===== src/rtl/gsl_pkg.sv =====
// Shared types, constants and constant tables for the gas sensor linearizer.
package gsl_pkg;

  // Converter and fixed-point formats
  localparam int ADC_BITS        = 10;
  localparam int FRAC_BITS       = 10;
  localparam int LOG_TABLE_DEPTH = 256;
  localparam int LOG_IDX_W       = $clog2(LOG_TABLE_DEPTH);

  localparam int VAL_W   = 20;
  localparam int SUM_W   = 26;
  localparam int WIN_W   = 7;
  localparam int LOAD_W  = 7;
  localparam int FAC_W   = 18;
  localparam int CFG_W   = 18;
  localparam int CFG_IDX_W = 3;

  localparam logic [ADC_BITS-1:0] ADC_MAX = {ADC_BITS{1'b1}};
  localparam logic [VAL_W-1:0]    VAL_MAX = {VAL_W{1'b1}};
  localparam logic [WIN_W-1:0]    WIN_MAX = 7'd64;

  // Serial arithmetic unit widths
  localparam int DIV_DVD_W = 32;
  localparam int DIV_DSR_W = 18;
  localparam int MUL_W     = 32;
  localparam int NORM_W    = VAL_W;
  localparam int NORM_E_W  = $clog2(NORM_W);

  // Q16 constants
  localparam logic [17:0] LOG10_2_Q16 = 18'd19728;
  localparam logic [17:0] LOG2_10_Q16 = 18'd217706;
  localparam logic [17:0] COEF_A_MAG [2] = '{18'd0, 18'd44060};
  localparam logic [17:0] COEF_B_MAG [2] = '{18'd172779, 18'd157221};
  localparam logic [17:0] COEF_C_MAG [2] = '{18'd238977, 18'd239488};

  // Configuration register indexes
  typedef enum logic [CFG_IDX_W-1:0] {
    REG_CURVE_MODE,
    REG_LOAD_KOHM,
    REG_CLEAN_AIR,
    REG_CAL_WINDOW,
    REG_MEAS_WINDOW
  } cfg_reg_t;

  // Input and result beats
  typedef struct packed {
    logic                command;
    logic [ADC_BITS-1:0] adc_sample;
  } gsl_in_t;

  typedef struct packed {
    logic             result_kind;
    logic [VAL_W-1:0] result_value;
    logic             saturated;
    logic             uncalibrated;
  } gsl_out_t;

  // Sequencer states
  typedef enum logic [4:0] {
    S_IDLE, S_RS_GO, S_RS_WAIT, S_ACCUM, S_CHECK, S_AVG_WAIT, S_DISPATCH,
    S_REF_WAIT, S_LOGA_WAIT, S_LOGB_GO, S_LOGB_WAIT, S_LG_GO, S_LG_WAIT,
    S_SQ_GO, S_SQ_WAIT, S_A_GO, S_A_WAIT, S_B_GO, S_B_WAIT, S_T_GO,
    S_T_WAIT, S_EXP_BIT, S_EXP_WAIT, S_EXP_FIN, S_OUT
  } gsl_state_t;

  typedef logic [15:0] log_rom_t [LOG_TABLE_DEPTH];
  typedef logic [31:0] root_rom_t [17];

  // log2(1 + i/DEPTH) in Q16 by repeated squaring in Q30
  function automatic log_rom_t build_log_rom();
    log_rom_t    rom;
    logic [63:0] v;
    logic [15:0] r;
    for (int i = 0; i < LOG_TABLE_DEPTH; i++) begin
      v = (64'(LOG_TABLE_DEPTH + i) << 30) / LOG_TABLE_DEPTH;
      r = '0;
      for (int k = 0; k < 16; k++) begin
        v = (v * v) >> 30;
        r = {r[14:0], 1'b0};
        if (v >= (64'd2 << 30)) begin
          v    = v >> 1;
          r[0] = 1'b1;
        end
      end
      rom[i] = r;
    end
    return rom;
  endfunction

  function automatic logic [63:0] isqrt64(input logic [63:0] val);
    logic [63:0] v;
    logic [63:0] r;
    logic [63:0] b;
    v = val;
    r = '0;
    b = 64'd1 << 62;
    for (int i = 0; i < 32; i++) begin
      if (b > v) b = b >> 2;
    end
    for (int i = 0; i < 32; i++) begin
      if (b != 0) begin
        if (v >= r + b) begin
          v = v - (r + b);
          r = (r >> 1) + b;
        end else begin
          r = r >> 1;
        end
        b = b >> 2;
      end
    end
    return r;
  endfunction

  // 2^(2^-k) in Q30 as a chain of square roots from 2.0
  function automatic root_rom_t build_root_rom();
    root_rom_t rom;
    rom[0] = 32'd1 << 31;
    for (int k = 1; k <= 16; k++) begin
      rom[k] = 32'(isqrt64(64'(rom[k-1]) << 30));
    end
    return rom;
  endfunction

  localparam log_rom_t  LOG_ROM  = build_log_rom();
  localparam root_rom_t ROOT_ROM = build_root_rom();

endpackage


===== src/rtl/gsl_div.sv =====
// Restoring bit-serial divider, one quotient bit per cycle.
module gsl_div (
  input  logic                              clk,
  input  logic                              rst,
  input  logic                              start,
  input  logic [gsl_pkg::DIV_DVD_W-1:0]     dividend,
  input  logic [gsl_pkg::DIV_DSR_W-1:0]     divisor,
  output logic                              done,
  output logic [gsl_pkg::DIV_DVD_W-1:0]     quotient
);
  import gsl_pkg::*;

  localparam int CNT_W = $clog2(DIV_DVD_W);

  logic                 busy;
  logic [CNT_W-1:0]     cnt;
  logic [DIV_DSR_W-1:0] dsr;
  logic [DIV_DSR_W-1:0] rem;
  logic [DIV_DVD_W-1:0] quo;
  logic [DIV_DSR_W:0]   rem_sh;
  logic                 ge;
  logic [DIV_DSR_W:0]   diff;

  // trial subtract of the next dividend bit
  assign rem_sh   = {rem, quo[DIV_DVD_W-1]};
  assign ge       = rem_sh >= {1'b0, dsr};
  assign diff     = rem_sh - {1'b0, dsr};
  assign quotient = quo;

  // control
  always_ff @(posedge clk) begin
    if (rst) begin
      busy <= 1'b0;
      done <= 1'b0;
      cnt  <= '0;
    end else begin
      done <= 1'b0;
      if (start) begin
        busy <= 1'b1;
        cnt  <= CNT_W'(DIV_DVD_W - 1);
      end else if (busy) begin
        cnt <= cnt - 1'b1;
        if (cnt == '0) begin
          busy <= 1'b0;
          done <= 1'b1;
        end
      end
    end
  end

  // datapath
  always_ff @(posedge clk) begin
    if (start) begin
      dsr <= divisor;
      rem <= '0;
      quo <= dividend;
    end else if (busy) begin
      rem <= ge ? diff[DIV_DSR_W-1:0] : rem_sh[DIV_DSR_W-1:0];
      quo <= {quo[DIV_DVD_W-2:0], ge};
    end
  end

endmodule


===== src/rtl/gsl_mul.sv =====
// Shift-add serial multiplier, one multiplier bit per cycle.
module gsl_mul (
  input  logic                        clk,
  input  logic                        rst,
  input  logic                        start,
  input  logic [gsl_pkg::MUL_W-1:0]   a,
  input  logic [gsl_pkg::MUL_W-1:0]   b,
  output logic                        done,
  output logic [2*gsl_pkg::MUL_W-1:0] product
);
  import gsl_pkg::*;

  localparam int CNT_W = $clog2(MUL_W);

  logic               busy;
  logic [CNT_W-1:0]   cnt;
  logic [MUL_W-1:0]   mcand;
  logic [MUL_W-1:0]   mplier;
  logic [2*MUL_W-1:0] acc;
  logic [MUL_W:0]     hi_sum;

  assign hi_sum  = {1'b0, acc[2*MUL_W-1:MUL_W]} + (mplier[0] ? {1'b0, mcand} : '0);
  assign product = acc;

  // control
  always_ff @(posedge clk) begin
    if (rst) begin
      busy <= 1'b0;
      done <= 1'b0;
      cnt  <= '0;
    end else begin
      done <= 1'b0;
      if (start) begin
        busy <= 1'b1;
        cnt  <= CNT_W'(MUL_W - 1);
      end else if (busy) begin
        cnt <= cnt - 1'b1;
        if (cnt == '0) begin
          busy <= 1'b0;
          done <= 1'b1;
        end
      end
    end
  end

  // add and shift right
  always_ff @(posedge clk) begin
    if (start) begin
      mcand  <= a;
      mplier <= b;
      acc    <= '0;
    end else if (busy) begin
      acc    <= {hi_sum, acc[MUL_W-1:1]};
      mplier <= mplier >> 1;
    end
  end

endmodule


===== src/rtl/gsl_norm.sv =====
// Serial normalizer: shifts until the leading one reaches the top bit.
module gsl_norm (
  input  logic                           clk,
  input  logic                           rst,
  input  logic                           start,
  input  logic [gsl_pkg::NORM_W-1:0]     x,
  output logic                           done,
  output logic [gsl_pkg::NORM_E_W-1:0]   msb,
  output logic [gsl_pkg::NORM_W-1:0]     mant
);
  import gsl_pkg::*;

  logic busy;

  // control
  always_ff @(posedge clk) begin
    if (rst) begin
      busy <= 1'b0;
      done <= 1'b0;
    end else begin
      done <= 1'b0;
      if (start) begin
        busy <= 1'b1;
      end else if (busy && mant[NORM_W-1]) begin
        busy <= 1'b0;
        done <= 1'b1;
      end
    end
  end

  // one position per cycle; input is never zero
  always_ff @(posedge clk) begin
    if (start) begin
      mant <= x;
      msb  <= NORM_E_W'(NORM_W - 1);
    end else if (busy && !mant[NORM_W-1]) begin
      mant <= {mant[NORM_W-2:0], 1'b0};
      msb  <= msb - 1'b1;
    end
  end

endmodule


===== src/rtl/gas_sensor_ppm_linearizer.sv =====
// Top level: window averaging, calibration and ppm curve sequencer.
//
//  channel | signals                     | direction
//  --------+-----------------------------+----------
//  input   | in_valid, in_stall, in_data | in
//  result  | out_valid, out_stall, out_data | out
//  config  | cfg_write, cfg_index, cfg_data | in
//
// Each sample beat waits on the serial divider that forms the sensor resistance;
// a zero sample skips the divider. A window end adds a serial division for the
// average; calibration adds another, measurement two normalizations, then five
// serial products and up to sixteen more for the exponent. Synchronous reset
// restores defaults; a stalled result holds only a window end, not samples.
module gas_sensor_ppm_linearizer (
  input  logic                              clk,
  input  logic                              rst,
  input  logic                              in_valid,
  output logic                              in_stall,
  input  gsl_pkg::gsl_in_t                  in_data,
  output logic                              out_valid,
  input  logic                              out_stall,
  output gsl_pkg::gsl_out_t                 out_data,
  input  logic                              cfg_write,
  input  logic [gsl_pkg::CFG_IDX_W-1:0]     cfg_index,
  input  logic [gsl_pkg::CFG_W-1:0]         cfg_data
);
  import gsl_pkg::*;

  gsl_state_t state, state_next;

  // configuration registers
  logic              curve_mode;
  logic [LOAD_W-1:0] load_kohm;
  logic [FAC_W-1:0]  clean_air;
  logic [WIN_W-1:0]  cal_window;
  logic [WIN_W-1:0]  meas_window;

  // window state
  logic             cmd;
  logic [ADC_BITS-1:0] adc;
  logic [VAL_W-1:0] rs_val;
  logic [SUM_W-1:0] sum;
  logic [WIN_W-1:0] count;
  logic             phase;
  logic [VAL_W-1:0] ref_res;
  logic             sat_seen;
  logic [VAL_W-1:0] avg;

  // curve evaluation
  logic [20:0]        log_a;
  logic [20:0]        log_b;
  logic               lg_neg;
  logic [19:0]        lg_mag;
  logic [23:0]        sq;
  logic [23:0]        ta;
  logic signed [25:0] y;
  logic signed [11:0] n;
  logic [15:0]        f;
  logic [30:0]        man;
  logic [4:0]         k;

  // result being built
  logic [VAL_W-1:0] res_val;
  logic             res_sat;
  logic             res_uncal;

  // unit ports
  logic                 div_start, div_done;
  logic [DIV_DVD_W-1:0] div_dividend, div_quotient;
  logic [DIV_DSR_W-1:0] div_divisor;
  logic                 mul_start, mul_done;
  logic [MUL_W-1:0]     mul_a, mul_b;
  logic [2*MUL_W-1:0]   mul_p;
  logic                 norm_start, norm_done;
  logic [NORM_W-1:0]    norm_x, norm_mant;
  logic [NORM_E_W-1:0]  norm_msb;

  gsl_div u_div (
    .clk(clk), .rst(rst), .start(div_start), .dividend(div_dividend),
    .divisor(div_divisor), .done(div_done), .quotient(div_quotient)
  );

  gsl_mul u_mul (
    .clk(clk), .rst(rst), .start(mul_start), .a(mul_a), .b(mul_b),
    .done(mul_done), .product(mul_p)
  );

  gsl_norm u_norm (
    .clk(clk), .rst(rst), .start(norm_start), .x(norm_x),
    .done(norm_done), .msb(norm_msb), .mant(norm_mant)
  );

  // derived values
  logic [WIN_W-1:0]        win_raw, win_eff;
  logic                    win_end;
  logic [LOAD_W+ADC_BITS-1:0] rs_num;
  logic [FAC_W-1:0]        fac_eff;
  logic [20:0]             log_now;
  logic signed [21:0]      d;
  logic [21:0]             d_mag;
  logic [21:0]             tb;
  logic signed [25:0]      y_next;
  logic [24:0]             y_mag;
  logic [26:0]             t_mag;
  logic signed [27:0]      t;
  logic                    f_bit;
  logic                    out_free;
  logic signed [11:0]      shift_s;
  logic [63:0]             exp_val;

  assign win_raw = cmd ? meas_window : cal_window;
  assign win_eff = (win_raw == '0) ? WIN_W'(1) : (win_raw > WIN_MAX) ? WIN_MAX : win_raw;
  assign win_end = count >= win_eff;
  assign rs_num  = load_kohm * (ADC_MAX - adc);
  assign fac_eff = (clean_air == '0) ? FAC_W'(1) : clean_air;
  assign log_now = {norm_msb, LOG_ROM[norm_mant[NORM_W-2 -: LOG_IDX_W]]};
  assign d       = $signed({1'b0, log_a}) - $signed({1'b0, log_b});
  assign d_mag   = d[21] ? 22'(-d) : 22'(d);
  assign tb      = mul_p[37:16];
  assign y_next  = $signed(26'(COEF_C_MAG[curve_mode])) - $signed(26'(ta))
                 + (lg_neg ? $signed(26'(tb)) : -$signed(26'(tb)));
  assign y_mag   = y[25] ? 25'(-y) : 25'(y);
  assign t_mag   = mul_p[42:16];
  assign t       = y[25] ? -$signed({1'b0, t_mag}) : $signed({1'b0, t_mag});
  assign f_bit   = f[4'(5'd16 - k)];
  assign out_free = !out_valid || !out_stall;
  assign shift_s = 12'sd30 - n;
  assign exp_val = {33'b0, man} >> shift_s[5:0];

  // next state
  always_comb begin
    state_next = state;
    case (state)
      S_IDLE:      if (in_valid) state_next = S_RS_GO;
      S_RS_GO:     state_next = (adc == '0) ? S_ACCUM : S_RS_WAIT;
      S_RS_WAIT:   if (div_done) state_next = S_ACCUM;
      S_ACCUM:     state_next = S_CHECK;
      S_CHECK:     state_next = win_end ? S_AVG_WAIT : S_IDLE;
      S_AVG_WAIT:  if (div_done) state_next = S_DISPATCH;
      S_DISPATCH: begin
        if (!cmd) state_next = S_REF_WAIT;
        else if (ref_res == '0 || avg == '0) state_next = S_OUT;
        else state_next = S_LOGA_WAIT;
      end
      S_REF_WAIT:  if (div_done) state_next = S_OUT;
      S_LOGA_WAIT: if (norm_done) state_next = S_LOGB_GO;
      S_LOGB_GO:   state_next = S_LOGB_WAIT;
      S_LOGB_WAIT: if (norm_done) state_next = S_LG_GO;
      S_LG_GO:     state_next = S_LG_WAIT;
      S_LG_WAIT:   if (mul_done) state_next = S_SQ_GO;
      S_SQ_GO:     state_next = S_SQ_WAIT;
      S_SQ_WAIT:   if (mul_done) state_next = S_A_GO;
      S_A_GO:      state_next = S_A_WAIT;
      S_A_WAIT:    if (mul_done) state_next = S_B_GO;
      S_B_GO:      state_next = S_B_WAIT;
      S_B_WAIT:    if (mul_done) state_next = S_T_GO;
      S_T_GO:      state_next = S_T_WAIT;
      S_T_WAIT:    if (mul_done) state_next = S_EXP_BIT;
      S_EXP_BIT: begin
        if (k > 5'd16) state_next = S_EXP_FIN;
        else if (f_bit) state_next = S_EXP_WAIT;
      end
      S_EXP_WAIT:  if (mul_done) state_next = S_EXP_BIT;
      S_EXP_FIN:   state_next = S_OUT;
      S_OUT:       if (out_free) state_next = S_IDLE;
      default:     state_next = S_IDLE;
    endcase
  end

  // unit starts and operand selection
  always_comb begin
    in_stall     = (state != S_IDLE);
    div_start    = 1'b0;
    div_dividend = '0;
    div_divisor  = '0;
    mul_start    = 1'b0;
    mul_a        = '0;
    mul_b        = '0;
    norm_start   = 1'b0;
    norm_x       = '0;
    case (state)
      S_RS_GO: begin
        div_start    = (adc != '0);
        div_dividend = DIV_DVD_W'({rs_num, {FRAC_BITS{1'b0}}});
        div_divisor  = DIV_DSR_W'(adc);
      end
      S_CHECK: begin
        div_start    = win_end;
        div_dividend = DIV_DVD_W'(sum);
        div_divisor  = DIV_DSR_W'(win_eff);
      end
      S_DISPATCH: begin
        div_start    = !cmd;
        div_dividend = {avg, 12'b0};
        div_divisor  = fac_eff;
        norm_start   = cmd && (ref_res != '0) && (avg != '0);
        norm_x       = avg;
      end
      S_LOGB_GO: begin
        norm_start = 1'b1;
        norm_x     = ref_res;
      end
      S_LG_GO: begin
        mul_start = 1'b1;
        mul_a     = MUL_W'(d_mag);
        mul_b     = MUL_W'(LOG10_2_Q16);
      end
      S_SQ_GO: begin
        mul_start = 1'b1;
        mul_a     = MUL_W'(lg_mag);
        mul_b     = MUL_W'(lg_mag);
      end
      S_A_GO: begin
        mul_start = 1'b1;
        mul_a     = MUL_W'(sq);
        mul_b     = MUL_W'(COEF_A_MAG[curve_mode]);
      end
      S_B_GO: begin
        mul_start = 1'b1;
        mul_a     = MUL_W'(lg_mag);
        mul_b     = MUL_W'(COEF_B_MAG[curve_mode]);
      end
      S_T_GO: begin
        mul_start = 1'b1;
        mul_a     = MUL_W'(y_mag);
        mul_b     = MUL_W'(LOG2_10_Q16);
      end
      S_EXP_BIT: begin
        if (k <= 5'd16) begin
          mul_start = f_bit;
          mul_a     = MUL_W'(man);
          mul_b     = ROOT_ROM[k];
        end
      end
      default: begin
      end
    endcase
  end

  // state register
  always_ff @(posedge clk) begin
    if (rst) state <= S_IDLE;
    else     state <= state_next;
  end

  // configuration writes
  always_ff @(posedge clk) begin
    if (rst) begin
      curve_mode  <= 1'b1;
      load_kohm   <= LOAD_W'(1);
      clean_air   <= FAC_W'(40137);
      cal_window  <= WIN_W'(20);
      meas_window <= WIN_W'(5);
    end else if (cfg_write) begin
      case (cfg_index)
        REG_CURVE_MODE:  curve_mode  <= cfg_data[0];
        REG_LOAD_KOHM:   load_kohm   <= cfg_data[LOAD_W-1:0];
        REG_CLEAN_AIR:   clean_air   <= cfg_data[FAC_W-1:0];
        REG_CAL_WINDOW:  cal_window  <= cfg_data[WIN_W-1:0];
        REG_MEAS_WINDOW: meas_window <= cfg_data[WIN_W-1:0];
        default: begin
        end
      endcase
    end
  end

  // window control state
  always_ff @(posedge clk) begin
    if (rst) begin
      sum       <= '0;
      count     <= '0;
      phase     <= 1'b0;
      ref_res   <= '0;
      sat_seen  <= 1'b0;
      out_valid <= 1'b0;
    end else begin
      // result register: loaded at a window end, dropped once taken
      if (state == S_OUT && out_free) out_valid <= 1'b1;
      else if (!out_stall)            out_valid <= 1'b0;
      case (state)
        S_IDLE: begin
          if (in_valid) begin
            // a change of command drops the partial window
            if (count != '0 && in_data.command != phase) begin
              sum      <= '0;
              count    <= '0;
              sat_seen <= 1'b0;
            end
            phase <= in_data.command;
          end
        end
        S_RS_GO:   if (adc == '0) sat_seen <= 1'b1;
        S_RS_WAIT: if (div_done && div_quotient > DIV_DVD_W'(VAL_MAX)) sat_seen <= 1'b1;
        S_ACCUM: begin
          sum   <= sum + SUM_W'(rs_val);
          count <= count + 1'b1;
        end
        S_REF_WAIT: begin
          if (div_done) begin
            ref_res <= (div_quotient > DIV_DVD_W'(VAL_MAX)) ? VAL_MAX
                                                             : div_quotient[VAL_W-1:0];
          end
        end
        S_OUT: begin
          if (out_free) begin
            sum       <= '0;
            count     <= '0;
            sat_seen  <= 1'b0;
          end
        end
        default: begin
        end
      endcase
    end
  end

  // payload registers
  always_ff @(posedge clk) begin
    case (state)
      S_IDLE: begin
        cmd <= in_data.command;
        adc <= in_data.adc_sample;
      end
      S_RS_GO: if (adc == '0) rs_val <= VAL_MAX;
      S_RS_WAIT: begin
        if (div_done) begin
          rs_val <= (div_quotient > DIV_DVD_W'(VAL_MAX)) ? VAL_MAX
                                                          : div_quotient[VAL_W-1:0];
        end
      end
      S_AVG_WAIT: if (div_done) avg <= div_quotient[VAL_W-1:0];
      S_DISPATCH: begin
        res_sat   <= sat_seen;
        res_uncal <= 1'b0;
        res_val   <= '0;
        if (cmd && ref_res == '0) begin
          res_uncal <= 1'b1;
        end else if (cmd && avg == '0 && !curve_mode) begin
          res_val <= VAL_MAX;
          res_sat <= 1'b1;
        end
      end
      S_REF_WAIT: begin
        if (div_done) begin
          if (div_quotient > DIV_DVD_W'(VAL_MAX)) begin
            res_val <= VAL_MAX;
            res_sat <= 1'b1;
          end else begin
            res_val <= div_quotient[VAL_W-1:0];
          end
        end
      end
      S_LOGA_WAIT: if (norm_done) log_a <= log_now;
      S_LOGB_WAIT: if (norm_done) log_b <= log_now;
      S_LG_WAIT: begin
        if (mul_done) begin
          lg_mag <= mul_p[35:16];
          lg_neg <= d[21];
        end
      end
      S_SQ_WAIT: if (mul_done) sq <= mul_p[39:16];
      S_A_WAIT:  if (mul_done) ta <= mul_p[39:16];
      S_B_WAIT:  if (mul_done) y <= y_next;
      S_T_WAIT: begin
        if (mul_done) begin
          n   <= t[27:16];
          f   <= t[15:0];
          man <= 31'd1 << 30;
          k   <= 5'd1;
        end
      end
      S_EXP_BIT: if (k <= 5'd16 && !f_bit) k <= k + 1'b1;
      S_EXP_WAIT: begin
        if (mul_done) begin
          man <= mul_p[60:30];
          k   <= k + 1'b1;
        end
      end
      S_EXP_FIN: begin
        // scale 2^f by 2^n and saturate
        if (n >= 12'sd20) begin
          res_val <= VAL_MAX;
          res_sat <= 1'b1;
        end else if (n <= -12'sd31) begin
          res_val <= '0;
        end else if (exp_val > 64'(VAL_MAX)) begin
          res_val <= VAL_MAX;
          res_sat <= 1'b1;
        end else begin
          res_val <= exp_val[VAL_W-1:0];
        end
      end
      S_OUT: begin
        if (out_free) begin
          out_data.result_kind  <= cmd;
          out_data.result_value <= res_val;
          out_data.saturated    <= res_sat;
          out_data.uncalibrated <= res_uncal;
        end
      end
      default: begin
      end
    endcase
  end

endmodule


===== config.mk =====
export PLATFORM = sky130hd
export DESIGN_NAME = gas_sensor_ppm_linearizer
export DESIGN_NICKNAME = d
export VERILOG_FILES = /design/src/rtl/gsl_pkg.sv /design/src/rtl/gsl_div.sv /design/src/rtl/gsl_mul.sv /design/src/rtl/gsl_norm.sv /design/src/rtl/gas_sensor_ppm_linearizer.sv
export SDC_FILE = /design/constraint.sdc
export NUM_CORES = 2
export LEC_CHECK = 0
export ABC_AREA = 1
export BUFFER_PORTS_ARGS = -buffer_cell sky130_fd_sc_hd__buf_2
export CORE_MARGIN = 2
export CORE_UTILIZATION = 30
export CTS_BUF_LIST = sky130_fd_sc_hd__clkbuf_4
export CTS_CLUSTER_DIAMETER = 150
export DETAILED_ROUTE_END_ITERATION = 10
export GPL_TIMING_DRIVEN = 0
export SLEW_MARGIN = 20
export SYNTH_ARGS = -nofsm -noshare
export SYNTH_HDL_FRONTEND = slang
export SYNTH_SLANG_ARGS = --single-unit

===== constraint.sdc =====
create_clock -name clk -period 4.6 [get_ports clk]
set_clock_uncertainty 0.05 [all_clocks]
set_input_delay 0.23 -clock clk [delete_from_list [all_inputs] [get_ports clk]]
set_output_delay 0.23 -clock clk [all_outputs]
set_load 0.05 [all_outputs]

==> impl_metrics.env <==
export IMPL_final_net_count=6194
export IMPL_start_kind="flip-flop"
export IMPL_final_common_cell="nand2_1"
export IMPL_finalCriticalPeriod_ns=4.59
export IMPL_power_mw=16.7
export IMPL_finalInstanceArea_mm2=0.0487
export IMPL_area_growth_pct=15.3
export IMPL_clk_latency_ns=1.10
export IMPL_place_area_mm2=0.0452
export IMPL_synthFlopType="edfxtp_1"
export IMPL_die_w_um=379
export IMPL_use_met2_pct=35.7
export IMPL_hold_path_class="in2reg"
export IMPL_finalSetupViolations=0
export IMPL_layoutNonFillerInstCount=7911
export IMPL_maxCapViolations=0
export IMPL_numCtsBuffers=162
export IMPL_ios=62
export IMPL_antenna_found_initial=3
export IMPL_drtPass1Iterations=7
export IMPL_gr_usage_all_layers_pct=22.9
export IMPL_post_route_period_util_pct=99.7
export IMPL_io_buffers=60
export IMPL_drtIter0Drc=4622
export IMPL_grt_pass1_vias=39807
export IMPL_drv_slew=0
export IMPL_ir_drop_mv=0.265
export IMPL_rsz0062_at_grt="true"
export IMPL_clock_sinks=618
export IMPL_leakagePower_nw=20.6
export IMPL_async_flop_share_pct=0
export IMPL_layout_common_cells="1214 x nand2_1, 675 x inv_1, 591 x nor2_1, 462 x o21ai_0, 430 x edfxtp_1"
export IMPL_grt_overflow=0
export IMPL_syn_inst=5553
export IMPL_cts_buffer_depth=3
export IMPL_synth_edf_count=430
export IMPL_cts_tree="built"
export IMPL_htree_levels=4
export IMPL_ys_types=68
export IMPL_grtUsageMet1_pct=30.5
export IMPL_initial_utilization_pct=30.3
export IMPL_grtUsageMet3_pct=4.00
export IMPL_syn_avg_cell_area_um2=7.60
export IMPL_dieHeight_um=379
export IMPL_num_rows=137
export IMPL_hpwl_um=128000
export IMPL_coreArea_mm2=0.140
export IMPL_fillers=14742
export IMPL_ys_seq_area_share_pct=39.5
export IMPL_path_clk_slew_ns=0.07
export IMPL_place_congestion=0.961
export IMPL_dr_total_vias=41785
export IMPL_drive_above_1_share_pct=9.92
export IMPL_synth_seq_cells=618
export IMPL_die_area_mm2=0.144
export IMPL_status="completed"
export IMPL_critPathMaxFanout=15
export IMPL_clock_fmax_ghz=0.218
export IMPL_hold_viol=0
export IMPL_vias_per_cell=5.28
export IMPL_syn_num_nets=5854
export IMPL_arrival_ns=5.23
export IMPL_regArea_mm2=0.0167
export IMPL_dp_cells=7500
export IMPL_synth_warnings=0
export IMPL_critPathRequiredTime_ns=5.24
export IMPL_drc_errors=0
export IMPL_power_per_cell_area_mw_per_mm2=344
export IMPL_top_usage_layer="met2"
export IMPL_ant_nets=0
export IMPL_syn_cell_area_mm2=0.0422
export IMPL_wl_um=168000
export IMPL_grt_max_degree=41
export IMPL_endpoint_kind="flip-flop"
export IMPL_path_class="reg2reg"
export IMPL_wl_per_cell_um=21.2
export IMPL_slew_headroom_pct=19.0
export IMPL_cts_root_buf="clkbuf_4"
export IMPL_grt_pass1_wl_um=247000
export IMPL_multi_input_area_mm2=0.0221
export IMPL_tightest_slew_ns=1.22
==> worst max-delay path, stage by stage, from the launching register on <==
cell      delay (ns)
edfxtp_1        0.71
inv_1           0.34
clkbuf_1        0.85
ha_1            0.42
o21ai_0         0.33
a21oi_1         0.32
a21oi_1         0.07
o21ai_0         0.16
o21ai_0         0.10
o21ai_0         0.88
==> through the flow <==
step	setup WS (ns)	hold slack, ns	utilization, %	TNS [ns]
floorplan	0.0966	0.279	-	0
global placement	-0.542	0.355	32.2	-18.47
detailed placement	-0.429	0.355	32.4	-4.10
CTS	0.00179	0.0172	34.6	0
global route	-0.150	0.0498	34.9	-0.316
finish	0.0115	0.155	34.9	0
==> worst paths after layout <==
check / startpoint / endpoint / cells past startpoint / slack (ns)
worst max-delay path: u_norm.mant[13]$_DFFE_PP_ / log_b[4]$_DFFE_PP_ / 9 / 0.01
worst min-delay path: cfg_index[1] / load_kohm[0]$_SDFFE_PP1P_ / 5 / 0.15
worst max register to register: u_norm.mant[13]$_DFFE_PP_ / log_b[4]$_DFFE_PP_ / 9 / 0.01
worst min register to register: res_val[5]$_DFFE_PP_ / out_data[7]$_DFFE_PP_ / 0 / 0.33
==> per-layer routing <==
metal / up-vias / wire (um)
li1: 19549 / -
met1: 19773 / 71800
met2: 2020 / 73300
met3: 443 / 14100
met4: 0 / 8720
met5: - / 0
==> cell families after synthesis <==
| group | share of synthesized area [%] |
|---|---|
| buffers and inverters | 8.94 |
| AO/OA/AOI/OAI | 17.1 |
| multiplexers | 0.261 |
| flip-flops | 39.5 |
| AND/OR/NAND/NOR | 23.0 |
| XOR/XNOR | 2.61 |
| adder cells (fa/ha/maj) | 8.62 |
==> area by class of cell <==
type | count | area share, %
buffer | 221 | 2.13
timing repair buffer | 186 | 3.22
tap | 1876 | 4.82
clock inverter | 73 | 1.07
clock buffer | 227 | 3.50
inverter | 721 | 5.59
multi-input combinational | 3983 | 45.4
sequential | 618 | 34.3
antenna | 6 | 0.0308
==> synthesized netlist by cell type (all sizes together), types with 22 or more instances <==
library cell,instances,area [um2]
nand3,267,1350
o211ai,60,450
a211oi,29,218
o21bai,22,169
o21ai,507,2540
nand3b,23,173
o221ai,31,272
a21oi,398,2010
ha,219,2740
nand2,1229,4640
o22ai,25,156
xor2,90,788
xnor2,35,314
nand4,56,350
edfxtp,430,12900
a31oi,41,257
nor4,30,194
dfxtp,188,3760
nor2,635,2480
fa,45,901
clkbuf,137,514
nor3,75,402
a22oi,22,165
inv,710,2670
buf,94,553
==> registers in the layout, summed over array words and instances, names as in the netlist, 21 cells and up <==
signal          flops
y                  26
u_mul.mcand        31
u_div.quotient     32
out_data           23
sum                26
log_a              21
log_b              21
sq                 24
u_mul.product      48
u_mul.mplier       32
man                31
ta                 24
==> where the power goes <==
part / total [mW] / internal, mW / switching, mW
Clock: 5.25 / 2.71 / 2.53
Combinational: 4.53 / 1.52 / 3.01
Sequential: 6.96 / 6.56 / 0.398
Total: 16.7 / 10.8 / 5.94
==> repair_timing <==
action                                 4_1_cts  5_1_grt
setup endpoints to repair                   19       11
hold buffers                                82        0
endpoints found under the hold margin      125        0
cloned                                       0        0
pin swaps                                    1       45
setup buffers                               16       17
gates resized for setup                     14       53
No activity file was read; power rests on OpenSTA's default activity.
